$ cat src/rtl/horizontal_box_blur_rgb_macros.svh
// Assertion macros used by the horizontal box blur top level.
`ifndef HORIZONTAL_BOX_BLUR_RGB_MACROS_SVH
`define HORIZONTAL_BOX_BLUR_RGB_MACROS_SVH
`ifndef SYNTHESIS
// Same-cycle implication, disabled during reset.
`define HBB_ASSERT_SAME(lbl, clk, rst_n, ante, cons) \
	lbl: assert property (@(posedge clk) disable iff (!rst_n) (ante) |-> (cons)) \
		else $error("hbb: same-cycle check failed");
// Next-cycle implication, disabled during reset.
`define HBB_ASSERT_NEXT(lbl, clk, rst_n, ante, cons) \
	lbl: assert property (@(posedge clk) disable iff (!rst_n) (ante) |=> (cons)) \
		else $error("hbb: next-cycle check failed");
`else
`define HBB_ASSERT_SAME(lbl, clk, rst_n, ante, cons)
`define HBB_ASSERT_NEXT(lbl, clk, rst_n, ante, cons)
`endif
`endif

$ cat src/rtl/hbb_pkg.sv
// Types, constants and codes shared by the horizontal box blur modules.
package hbb_pkg;

	localparam int PIX_W      = 8;
	localparam int MAX_RADIUS = 15;
	localparam int MAX_WIDTH  = 4096;

	// Register field widths
	localparam int RAD_W   = 4;
	localparam int ROWW_W  = 13;
	localparam int RECIP_W = 17;
	localparam int CFG_W   = 17;
	localparam int CFG_IDX_W = 2;

	// Derived widths
	localparam int COL_W     = $clog2(MAX_WIDTH);
	localparam int W_W       = COL_W + 1;
	localparam int WIN_DEPTH = 1 << $clog2(2 * MAX_RADIUS + 2);
	localparam int WIN_IDX_W = $clog2(WIN_DEPTH);
	localparam int SUM_W     = 13;
	localparam int FRAC_W    = 16;
	localparam int PROD_W    = SUM_W + RECIP_W;

	localparam logic [RAD_W-1:0]   RADIUS_RST    = RAD_W'(1);
	localparam logic [ROWW_W-1:0]  ROW_WIDTH_RST = ROWW_W'(640);
	localparam logic [RECIP_W-1:0] RECIP_RST     = RECIP_W'(21845);

	typedef enum logic [CFG_IDX_W-1:0] {
		REG_RADIUS    = 2'd0,
		REG_ROW_WIDTH = 2'd1,
		REG_RECIP     = 2'd2
	} hbb_reg_t;

	// Commands from the controller to the datapath
	typedef struct packed {
		logic take;    // capture pixel, read drop entry
		logic slide;   // update sums for the new pixel, store it
		logic fslide;  // update sums for one flushed column
		logic mul;     // scale sums by the reciprocal
		logic load;    // load the output register
		logic step;    // advance flush column, read its drop entry
	} hbb_cmd_t;

	// Status from the datapath to the controller
	typedef struct packed {
		logic emit_pix;    // current pixel produces a result
		logic flush_more;  // row-end flush has columns left
	} hbb_stat_t;

endpackage

$ cat src/rtl/hbb_stream_if.sv
// Valid/ready stream interfaces for the pixel input and the blurred output.
interface hbb_pix_if import hbb_pkg::*; ();
	logic             valid;
	logic             ready;
	logic [PIX_W-1:0] red_in;
	logic [PIX_W-1:0] green_in;
	logic [PIX_W-1:0] blue_in;

	modport source (output valid, output red_in, output green_in, output blue_in, input ready);
	modport sink (input valid, input red_in, input green_in, input blue_in, output ready);
endinterface

interface hbb_res_if import hbb_pkg::*; ();
	logic             valid;
	logic             ready;
	logic [PIX_W-1:0] red_out;
	logic [PIX_W-1:0] green_out;
	logic [PIX_W-1:0] blue_out;
	logic [COL_W-1:0] out_column;
	logic             row_end;

	modport source (output valid, output red_out, output green_out, output blue_out,
		output out_column, output row_end, input ready);
	modport sink (input valid, input red_out, input green_out, input blue_out,
		input out_column, input row_end, output ready);
endinterface

$ cat src/rtl/horizontal_box_blur_rgb.sv
// Top level of the horizontal RGB box blur with edge replication.
//
//  channel  | dir | handshake            | payload
//  ---------+-----+----------------------+------------------------------------------
//  pixel    | in  | valid / ready        | red_in, green_in, blue_in
//  result   | out | valid / ready        | red_out, green_out, blue_out, out_column, row_end
//  cfg      | in  | cfg_write (no stall) | cfg_index, cfg_data
//
// A pixel that yields no result (the first r pixels of a row) passes through capture and
// sum update; a pixel that yields one also passes through reciprocal multiply and output
// load. The row's last pixel then runs each of its r flushed columns through the same
// sum/multiply/load sequence, driven by the sequential controller with its registered
// window read and its registered sum and multiply stages. A beat left waiting in the
// output register does not block the next pixel; only the next output load waits for it.
// Reset restores the register defaults and starts a new row; the window memory needs no
// clearing.
`include "horizontal_box_blur_rgb_macros.svh"
module horizontal_box_blur_rgb import hbb_pkg::*; (
	input  logic                 clk,
	input  logic                 arst_n,
	hbb_pix_if.sink              pixel,
	hbb_res_if.source            result,
	input  logic                 cfg_write,
	input  logic [CFG_IDX_W-1:0] cfg_index,
	input  logic [CFG_W-1:0]     cfg_data
);

	hbb_cmd_t  cmd;
	hbb_stat_t stat;

	// Sequencer: owns the handshakes and the output valid flag
	hbb_ctrl u_ctrl (
		.clk       (clk),
		.arst_n    (arst_n),
		.in_valid  (pixel.valid),
		.in_ready  (pixel.ready),
		.out_valid (result.valid),
		.out_ready (result.ready),
		.stat      (stat),
		.cmd       (cmd)
	);

	// Datapath: config, window, sums, scaling and the output register
	hbb_dp u_dp (
		.clk        (clk),
		.arst_n     (arst_n),
		.cfg_write  (cfg_write),
		.cfg_index  (cfg_index),
		.cfg_data   (cfg_data),
		.red_in     (pixel.red_in),
		.green_in   (pixel.green_in),
		.blue_in    (pixel.blue_in),
		.cmd        (cmd),
		.stat       (stat),
		.red_out    (result.red_out),
		.green_out  (result.green_out),
		.blue_out   (result.blue_out),
		.out_column (result.out_column),
		.row_end    (result.row_end)
	);

	// An accepted pixel always updates the sums on the following cycle
	`HBB_ASSERT_NEXT(a_take_then_slide, clk, arst_n, pixel.valid && pixel.ready, cmd.slide)
	// Never overwrite a beat that has not been taken
	`HBB_ASSERT_SAME(a_load_room, clk, arst_n, cmd.load, !result.valid || result.ready)
	// A multiply is followed by the output stage, never by a new capture
	`HBB_ASSERT_NEXT(a_mul_blocks_input, clk, arst_n, cmd.mul, !pixel.ready)
	// Sum updates come only from a capture or a flush step in the previous cycle
	`HBB_ASSERT_SAME(a_slide_source, clk, arst_n, cmd.slide || cmd.fslide, $past(cmd.take) || $past(cmd.step))

endmodule

$ cat src/rtl/hbb_ctrl.sv
// Sequencing state machine of the box blur: one pixel at a time, then the row-end flush.
module hbb_ctrl import hbb_pkg::*; (
	input  logic      clk,
	input  logic      arst_n,
	input  logic      in_valid,
	output logic      in_ready,
	output logic      out_valid,
	input  logic      out_ready,
	input  hbb_stat_t stat,
	output hbb_cmd_t  cmd
);

	typedef enum logic [4:0] {
		S_IDLE   = 5'b00001,
		S_SLIDE  = 5'b00010,
		S_MUL    = 5'b00100,
		S_EMIT   = 5'b01000,
		S_FSLIDE = 5'b10000
	} state_t;

	state_t state_q, state_d;
	logic   out_valid_q;
	logic   out_free;

	assign out_free  = !out_valid_q || out_ready;
	assign in_ready  = (state_q == S_IDLE);
	assign out_valid = out_valid_q;

	always_comb begin
		state_d = state_q;
		cmd     = '0;
		unique case (state_q)
			S_IDLE: begin
				if (in_valid) begin
					cmd.take = 1'b1;
					state_d  = S_SLIDE;
				end
			end
			S_SLIDE: begin
				cmd.slide = 1'b1;
				state_d   = stat.emit_pix ? S_MUL : S_IDLE;
			end
			S_MUL: begin
				cmd.mul = 1'b1;
				state_d = S_EMIT;
			end
			S_EMIT: begin
				// hold until the output register has room
				if (out_free) begin
					cmd.load = 1'b1;
					if (stat.flush_more) begin
						cmd.step = 1'b1;
						state_d  = S_FSLIDE;
					end else begin
						state_d = S_IDLE;
					end
				end
			end
			S_FSLIDE: begin
				cmd.fslide = 1'b1;
				state_d    = S_MUL;
			end
			default: state_d = S_IDLE;
		endcase
	end

	always_ff @(posedge clk or negedge arst_n) begin
		if (!arst_n) begin
			state_q     <= S_IDLE;
			out_valid_q <= 1'b0;
		end else begin
			state_q <= state_d;
			if (cmd.load) begin
				out_valid_q <= 1'b1;
			end else if (out_ready) begin
				out_valid_q <= 1'b0;
			end
		end
	end

endmodule

$ cat src/rtl/hbb_dp.sv
// Box blur datapath: config registers, window memory, running sums, scaling, output register.
module hbb_dp import hbb_pkg::*; (
	input  logic                 clk,
	input  logic                 arst_n,
	input  logic                 cfg_write,
	input  logic [CFG_IDX_W-1:0] cfg_index,
	input  logic [CFG_W-1:0]     cfg_data,
	input  logic [PIX_W-1:0]     red_in,
	input  logic [PIX_W-1:0]     green_in,
	input  logic [PIX_W-1:0]     blue_in,
	input  hbb_cmd_t             cmd,
	output hbb_stat_t            stat,
	output logic [PIX_W-1:0]     red_out,
	output logic [PIX_W-1:0]     green_out,
	output logic [PIX_W-1:0]     blue_out,
	output logic [COL_W-1:0]     out_column,
	output logic                 row_end
);

	localparam logic [PROD_W-1:0] ROUND_HALF = PROD_W'(1) << (FRAC_W - 1);

	function automatic logic [PIX_W-1:0] sat_mean(input logic [PROD_W-1:0] p);
		logic [PIX_W-1:0] m;
		if (p[PROD_W-1:FRAC_W+PIX_W] != '0) begin
			m = '1;
		end else begin
			m = p[FRAC_W+PIX_W-1:FRAC_W];
		end
		return m;
	endfunction

	logic [RAD_W-1:0]   radius_q;
	logic [ROWW_W-1:0]  row_width_q;
	logic [RECIP_W-1:0] recip_q;
	logic [COL_W-1:0]   col_q;
	logic               row_last_q;

	logic [2:0][PIX_W-1:0] pix_q;
	logic [2:0][PIX_W-1:0] first_q;
	logic [2:0][PIX_W-1:0] rd_q;
	logic [2:0][PIX_W-1:0] win_mem [WIN_DEPTH];
	logic [COL_W-1:0]      k_q;
	logic [COL_W-1:0]      ocol_q;
	logic [SUM_W-1:0]      sum_q  [3];
	logic [PROD_W-1:0]     prod_q [3];

	logic [W_W-1:0]       eff_w;
	logic [W_W-1:0]       w_last;
	logic [W_W-1:0]       half_w;
	logic [RAD_W-1:0]     rad_cl;
	logic [RAD_W-1:0]     rad;
	logic [RAD_W:0]       span;
	logic [COL_W-1:0]     rdiff;
	logic [WIN_IDX_W-1:0] raddr;
	logic [2:0][PIX_W-1:0] drop;
	logic                 k_is_last;

	// Effective width and radius
	always_comb begin
		if (row_width_q == '0) begin
			eff_w = W_W'(1);
		end else if (W_W'(row_width_q) > W_W'(MAX_WIDTH) || row_width_q > ROWW_W'(MAX_WIDTH)) begin
			eff_w = W_W'(MAX_WIDTH);
		end else begin
			eff_w = W_W'(row_width_q);
		end
		w_last = eff_w - W_W'(1);
		half_w = w_last >> 1;
		rad_cl = (radius_q > RAD_W'(MAX_RADIUS)) ? RAD_W'(MAX_RADIUS) : radius_q;
		rad    = (W_W'(rad_cl) > half_w) ? RAD_W'(half_w) : rad_cl;
		span   = {rad, 1'b1};
	end

	assign k_is_last = (W_W'(k_q) == w_last);

	assign stat.emit_pix   = (k_q >= COL_W'(rad));
	assign stat.flush_more = row_last_q && (W_W'(ocol_q) != w_last);

	// Drop entry address: k-2r-1 on capture, c-r-1 for the next flush column
	assign rdiff = cmd.take ? (col_q - COL_W'(span)) : (ocol_q - COL_W'(rad));
	assign raddr = rdiff[WIN_IDX_W-1:0];

	// Oldest pixel leaving the window; the row's first pixel stands in left of column 0
	always_comb begin
		if (cmd.fslide) begin
			drop = (ocol_q > COL_W'(rad)) ? rd_q : first_q;
		end else begin
			drop = (k_q > COL_W'({rad, 1'b0})) ? rd_q : first_q;
		end
	end

	always_ff @(posedge clk or negedge arst_n) begin
		if (!arst_n) begin
			radius_q    <= RADIUS_RST;
			row_width_q <= ROW_WIDTH_RST;
			recip_q     <= RECIP_RST;
			col_q       <= '0;
			row_last_q  <= 1'b0;
		end else begin
			if (cfg_write) begin
				unique case (cfg_index)
					REG_RADIUS: begin
						radius_q <= cfg_data[RAD_W-1:0];
						col_q    <= '0;
					end
					REG_ROW_WIDTH: begin
						row_width_q <= cfg_data[ROWW_W-1:0];
						col_q       <= '0;
					end
					REG_RECIP: begin
						recip_q <= cfg_data[RECIP_W-1:0];
						col_q   <= '0;
					end
					default: ;
				endcase
			end else if (cmd.slide) begin
				row_last_q <= k_is_last;
				col_q      <= k_is_last ? '0 : k_q + COL_W'(1);
			end
		end
	end

	// Window memory: one write and one registered read
	always_ff @(posedge clk) begin
		if (cmd.slide) begin
			win_mem[k_q[WIN_IDX_W-1:0]] <= pix_q;
		end
		if (cmd.take || cmd.step) begin
			rd_q <= win_mem[raddr];
		end
	end

	always_ff @(posedge clk) begin
		if (cmd.take) begin
			pix_q <= {red_in, green_in, blue_in};
			k_q   <= col_q;
		end
		if (cmd.slide) begin
			ocol_q <= k_q - COL_W'(rad);
			if (k_q == '0) begin
				first_q <= pix_q;
			end
		end
		if (cmd.step) begin
			ocol_q <= ocol_q + COL_W'(1);
		end
		for (int i = 0; i < 3; i++) begin
			if (cmd.slide && k_q == '0) begin
				sum_q[i] <= SUM_W'(pix_q[i]) * SUM_W'(span);
			end else if (cmd.slide || cmd.fslide) begin
				sum_q[i] <= sum_q[i] + SUM_W'(pix_q[i]) - SUM_W'(drop[i]);
			end
			if (cmd.mul) begin
				prod_q[i] <= PROD_W'(sum_q[i]) * PROD_W'(recip_q) + ROUND_HALF;
			end
		end
		if (cmd.load) begin
			red_out    <= sat_mean(prod_q[2]);
			green_out  <= sat_mean(prod_q[1]);
			blue_out   <= sat_mean(prod_q[0]);
			out_column <= ocol_q;
			row_end    <= row_last_q && (W_W'(ocol_q) == w_last);
		end
	end

endmodule

$ cat src/flat_wrapper.sv
// flat-port wrapper written by rule: the top's interface ports become plain ports
module horizontal_box_blur_rgb_flat import hbb_pkg::*;
  (clk, arst_n, cfg_write, cfg_index, cfg_data, pixel_valid, pixel_red_in, pixel_green_in, pixel_blue_in, pixel_ready, result_valid, result_red_out, result_green_out, result_blue_out, result_out_column, result_row_end, result_ready);
  hbb_pix_if pixel_i ();
  hbb_res_if result_i ();
  input  logic clk;
  input  logic arst_n;
  input  logic cfg_write;
  input  logic [CFG_IDX_W-1:0] cfg_index;
  input  logic [CFG_W-1:0] cfg_data;
  input wire logic [$bits(pixel_i.valid)-1:0] pixel_valid;
  input wire logic [$bits(pixel_i.red_in)-1:0] pixel_red_in;
  input wire logic [$bits(pixel_i.green_in)-1:0] pixel_green_in;
  input wire logic [$bits(pixel_i.blue_in)-1:0] pixel_blue_in;
  output wire logic [$bits(pixel_i.ready)-1:0] pixel_ready;
  output wire logic [$bits(result_i.valid)-1:0] result_valid;
  output wire logic [$bits(result_i.red_out)-1:0] result_red_out;
  output wire logic [$bits(result_i.green_out)-1:0] result_green_out;
  output wire logic [$bits(result_i.blue_out)-1:0] result_blue_out;
  output wire logic [$bits(result_i.out_column)-1:0] result_out_column;
  output wire logic [$bits(result_i.row_end)-1:0] result_row_end;
  input wire logic [$bits(result_i.ready)-1:0] result_ready;
  assign pixel_i.valid = pixel_valid;
  assign pixel_i.red_in = pixel_red_in;
  assign pixel_i.green_in = pixel_green_in;
  assign pixel_i.blue_in = pixel_blue_in;
  assign pixel_ready = pixel_i.ready;
  assign result_valid = result_i.valid;
  assign result_red_out = result_i.red_out;
  assign result_green_out = result_i.green_out;
  assign result_blue_out = result_i.blue_out;
  assign result_out_column = result_i.out_column;
  assign result_row_end = result_i.row_end;
  assign result_i.ready = result_ready;
  horizontal_box_blur_rgb u_core (.clk(clk), .arst_n(arst_n), .pixel(pixel_i), .result(result_i), .cfg_write(cfg_write), .cfg_index(cfg_index), .cfg_data(cfg_data));
endmodule
$ cat config.mk
export PLATFORM = sky130hd
export DESIGN_NAME = horizontal_box_blur_rgb_flat
export DESIGN_NICKNAME = d
export VERILOG_FILES = /design/src/rtl/hbb_pkg.sv /design/src/rtl/hbb_stream_if.sv /design/src/rtl/horizontal_box_blur_rgb.sv /design/src/rtl/hbb_ctrl.sv /design/src/rtl/hbb_dp.sv /design/src/flat_wrapper.sv
export VERILOG_INCLUDE_DIRS = /design/src /design/src/rtl
export SDC_FILE = /design/constraint.sdc
export NUM_CORES = 2
export LEC_CHECK = 0
export BUFFER_PORTS_ARGS = -buffer_cell sky130_fd_sc_hd__buf_2
export CORE_UTILIZATION = 30
export CTS_CLUSTER_SIZE = 16
export DETAILED_ROUTE_END_ITERATION = 12
export GPL_TIMING_DRIVEN = 0
export PLACE_DENSITY = 0.48
export SYNTH_ARGS = -nofsm -noshare
export SYNTH_HDL_FRONTEND = slang
export SYNTH_SLANG_ARGS = --single-unit
$ cat constraint.sdc
create_clock -name clk -period 11.9 [get_ports clk]
set_input_delay 2.38 -clock clk [delete_from_list [all_inputs] [get_ports clk]]
set_output_delay 2.38 -clock clk [all_outputs]
set_load 0.05 [all_outputs]
==> impl_metrics.yaml <==
status:
  status: "completed"
synthesis:
  synth_area_leader_cell: "edfxtp_1"
  ys_seq_elements: 1035
  netlist.area_leader.share: 0.4322
  synth_cell_types: 81
  syn_area_per_cell_sq_um: 12.70
  yosysWarnings: 0
  synth_nets: 6402
  synth-simple-area-share: 0.08205
  synth_top_family_by_area: "adder cells"
  synth_area_leaders: "edfxtp_1, fa_1, mux2i_1"
  synthAdderAreaFrac: 0.2432
  synth_xor_area_frac: 0.02074
  syn-cell-area_sq_um: 68220
  synthFlopType: "edfxtp_1"
  synth_cells: 5372
  synth_compound_area_frac: 0.02918
  ys_seq_area_frac: 0.4519
  synthMuxAreaShare: 0.1231
  postSynth.asyncResetShare: 0.05121
  synth_edf_count: 982
clock_network:
  clkTransAtPathRegs_ns: 0.06
  cts_setup_buffers: 0
  cts_tree: "built"
  cts_resized: 0
  cts_made_buffers: 112
  root_buffer: "clkbuf_16"
  clk_latency_ns: 0.78
  h-tree-depth: 3
  cts_num_sinks: 1035
  hold_buffers: 0
  clockBufferDepth: 3
detailed_routing:
  viasPerCell: 4.685
  post-route-drc-count: 0
  firstDrtPassIters: 5
  postRouteAntennaNets: 0
  num_vias: 40831
  drt_wl_total_um: 193400
  wl_per_cell_um: 22.19
  drt-initial-drc-count: 2386
critical_path:
  worst_ep_required_time_ns: 12.32
  crit_type: "reg2reg"
  reg2reg_setup_slack_ns: 0.83
  cpMaxStageDelayCell: "clkbuf_1"
  crit_path_max_incr_delay_ns: 0.79
  start_kind: "flip-flop"
  setup.worst_path.start: "u_core.u_dp.row_width_q[10]"
  r2r-end: "u_core.u_dp.sum_q[0][12]"
  cp-end-kind: "flip-flop"
  reg2reg_depth: 35
  worstPathArrival_ns: 11.49
  cp-endpoint: "u_core.u_dp.sum_q[0][12]"
  path_max_fanout: 10
  r2r-start: "u_core.u_dp.row_width_q[10]"
global_routing:
  grt_usage: 0.1694
  grt_use_met3: 0.01973
  antenna_found_initial: 6
  grt_overflow: 0
  met1_usage: 0.2265
  busiest_layer: "met2"
  grt_pass1_wl_um: 287800
  use_met2: 0.2886
  grt_pass1_vias: 43297
  grt_max_degree: 54
floorplan:
  core_area_sq_um: 225300
  ios: 87
  die_w_um: 478.9
  die_h_um: 478.9
  start_util: 0.3028
  rows: 174
  die_area_sq_um: 229300
placed_design:
  io_buffers: 86
  hpwlAfterDp_um: 145300
  gp_congestion: 0.8794
sta:
  finClkSkew_ns: 0.1001
  worstMarginPinSlew_ns: 1.310
  fin_crit_sh: 0.9302
  max-slew-margin-rel: 0.1265
  finalCriticalPeriod_ns: 11.07
  slew_violations: 0
  hold_viol: 0
  setup_viol: 0
  setup_tns_ns: 0
  clock.fmax_ghz: 0.09034
  rsz0062_at_grt: "false"
cells_and_area:
  drive_gt1_frac: 0.08217
  area_delta_synth_final_pct: 13.61
  fin_nets: 6655
worst_hold_path:
  timing.hold.worst.class: "reg2reg"
job:
  maxCapViolCount: 0
## routing by layer
layer	vias up	wire, um
li1	18823	-
met1	21011	87240
met2	758	94030
met3	237	7002
met4	2	5078
met5	-	13
## cell type report
class,count,area [sq um]
antenna,4,10.01
buffer,260,1044
clock buffer,146,2962
clock inverter,63,625.6
fill,22237,147800
inverter,629,2361
multi-input combinational,3448,34260
sequential,1035,30830
tap,2992,3744
timing repair buffer,139,1674
## cell usage in the layout, fill, tap and decap left out, types with 65 or more instances in the layout
cell type,count
edfxtp_1,982
nor2_1,71
nand2_1,595
inv_1,629
xor2_1,68
clkbuf_16,113
ha_1,409
xnor2_1,91
o21ai_0,65
clkbuf_1,232
and2_1,258
fa_1,573
a21oi_1,102
buf_2,88
mux2i_1,761
## metrics by stage
step           cell area [sq um]  hold WS, ns  std cells    util  setup slack [ns]
4_1_cts                    77490       0.4171       8712  0.3439            0.2531
5_1_grt                    77500       0.4415       8713  0.3439            0.1170
2_1_floorplan              68220       0.4244       5372       -             3.366
6_report                   77510       0.4094       8716  0.3440            0.8304
3_3_place_gp               72400       0.4295       8450  0.3213            0.3826
3_5_place_dp               73900       0.4331       8503  0.3280            0.2965
## state kept, by name (all words and copies together), names as in the netlist, 12 cells and up
register,count
u_core.u_dp.rd_q,24
u_core.u_dp.out_column,12
u_core.u_dp.sum_q,39
u_core.u_dp.first_q,24
u_core.u_dp.k_q,12
u_core.u_dp.ocol_q,12
u_core.u_dp.prod_q,42
u_core.u_dp.row_width_q,13
u_core.u_dp.recip_q,17
u_core.u_dp.win_mem,768
u_core.u_dp.pix_q,24
u_core.u_dp.col_q,12
## logic make-up (layout without fill, tap and decap cells)
logic type | Yosys count | in the layout
muxes | 824 | 824
other | 0 | 4
DFF | 1035 | 1035
AOI/OAI and AO/OA | 313 | 313
xor gates and xnor gates | 160 | 160
adders and majority gates | 982 | 982
and+or+nand+nor | 1169 | 1169
buffers and inverters | 889 | 1237
## worst max-delay path, delay by kind of cell, from the launching register on
family | cells | cell delay [ns]
simple gates | 11 | 3.01
buf+inv | 5 | 1.92
flops | 1 | 0.36
fa+ha+maj | 5 | 1.94
compound gates | 12 | 2.42
mux | 2 | 1.11
## worst min-delay path by stage
stage                     cells after the start                          to  slack (ns)                   start
after floorplan                               0  u_core.u_dp.out_column[10]        0.42  u_core.u_dp.ocol_q[10]
final                                         0          u_core.u_dp.k_q[5]        0.41    u_core.u_dp.col_q[5]
after CTS                                     0          u_core.u_dp.k_q[5]        0.42    u_core.u_dp.col_q[5]
after global placement                        0          u_core.u_dp.k_q[7]        0.43    u_core.u_dp.col_q[7]
after detailed placement                      0   u_core.u_dp.out_column[6]        0.43   u_core.u_dp.ocol_q[6]
after global routing                          0          u_core.u_dp.k_q[5]        0.44    u_core.u_dp.col_q[5]
## Yosys cell counts, drive strengths merged, types with 3 or more instances
library cell / instances
edfxtp: 982
mux2i: 762
inv: 629
nand2: 596
fa: 573
ha: 409
and2: 259
clkbuf: 203
nor2: 103
a21oi: 102
xnor2: 91
xor2: 68
o21ai: 66
mux2: 62
buf: 57
dfrtp: 41
or2: 38
a21o: 33
nand3: 30
nor3: 25
and3: 20
a31oi: 19
o21bai: 18
nand4: 15
nor2b: 14
o211ai: 14
or3: 14
nor4: 13
dfstp: 12
or4: 11
a211o: 8
nand2b: 8
o31ai: 8
nand3b: 7
o21a: 7
a211oi: 6
o22ai: 4
nor3b: 3
or3b: 3
Power is left out: the tool's default activity adds up to more than one toggle a clock period on the data nets, which glitch-free logic cannot reach.
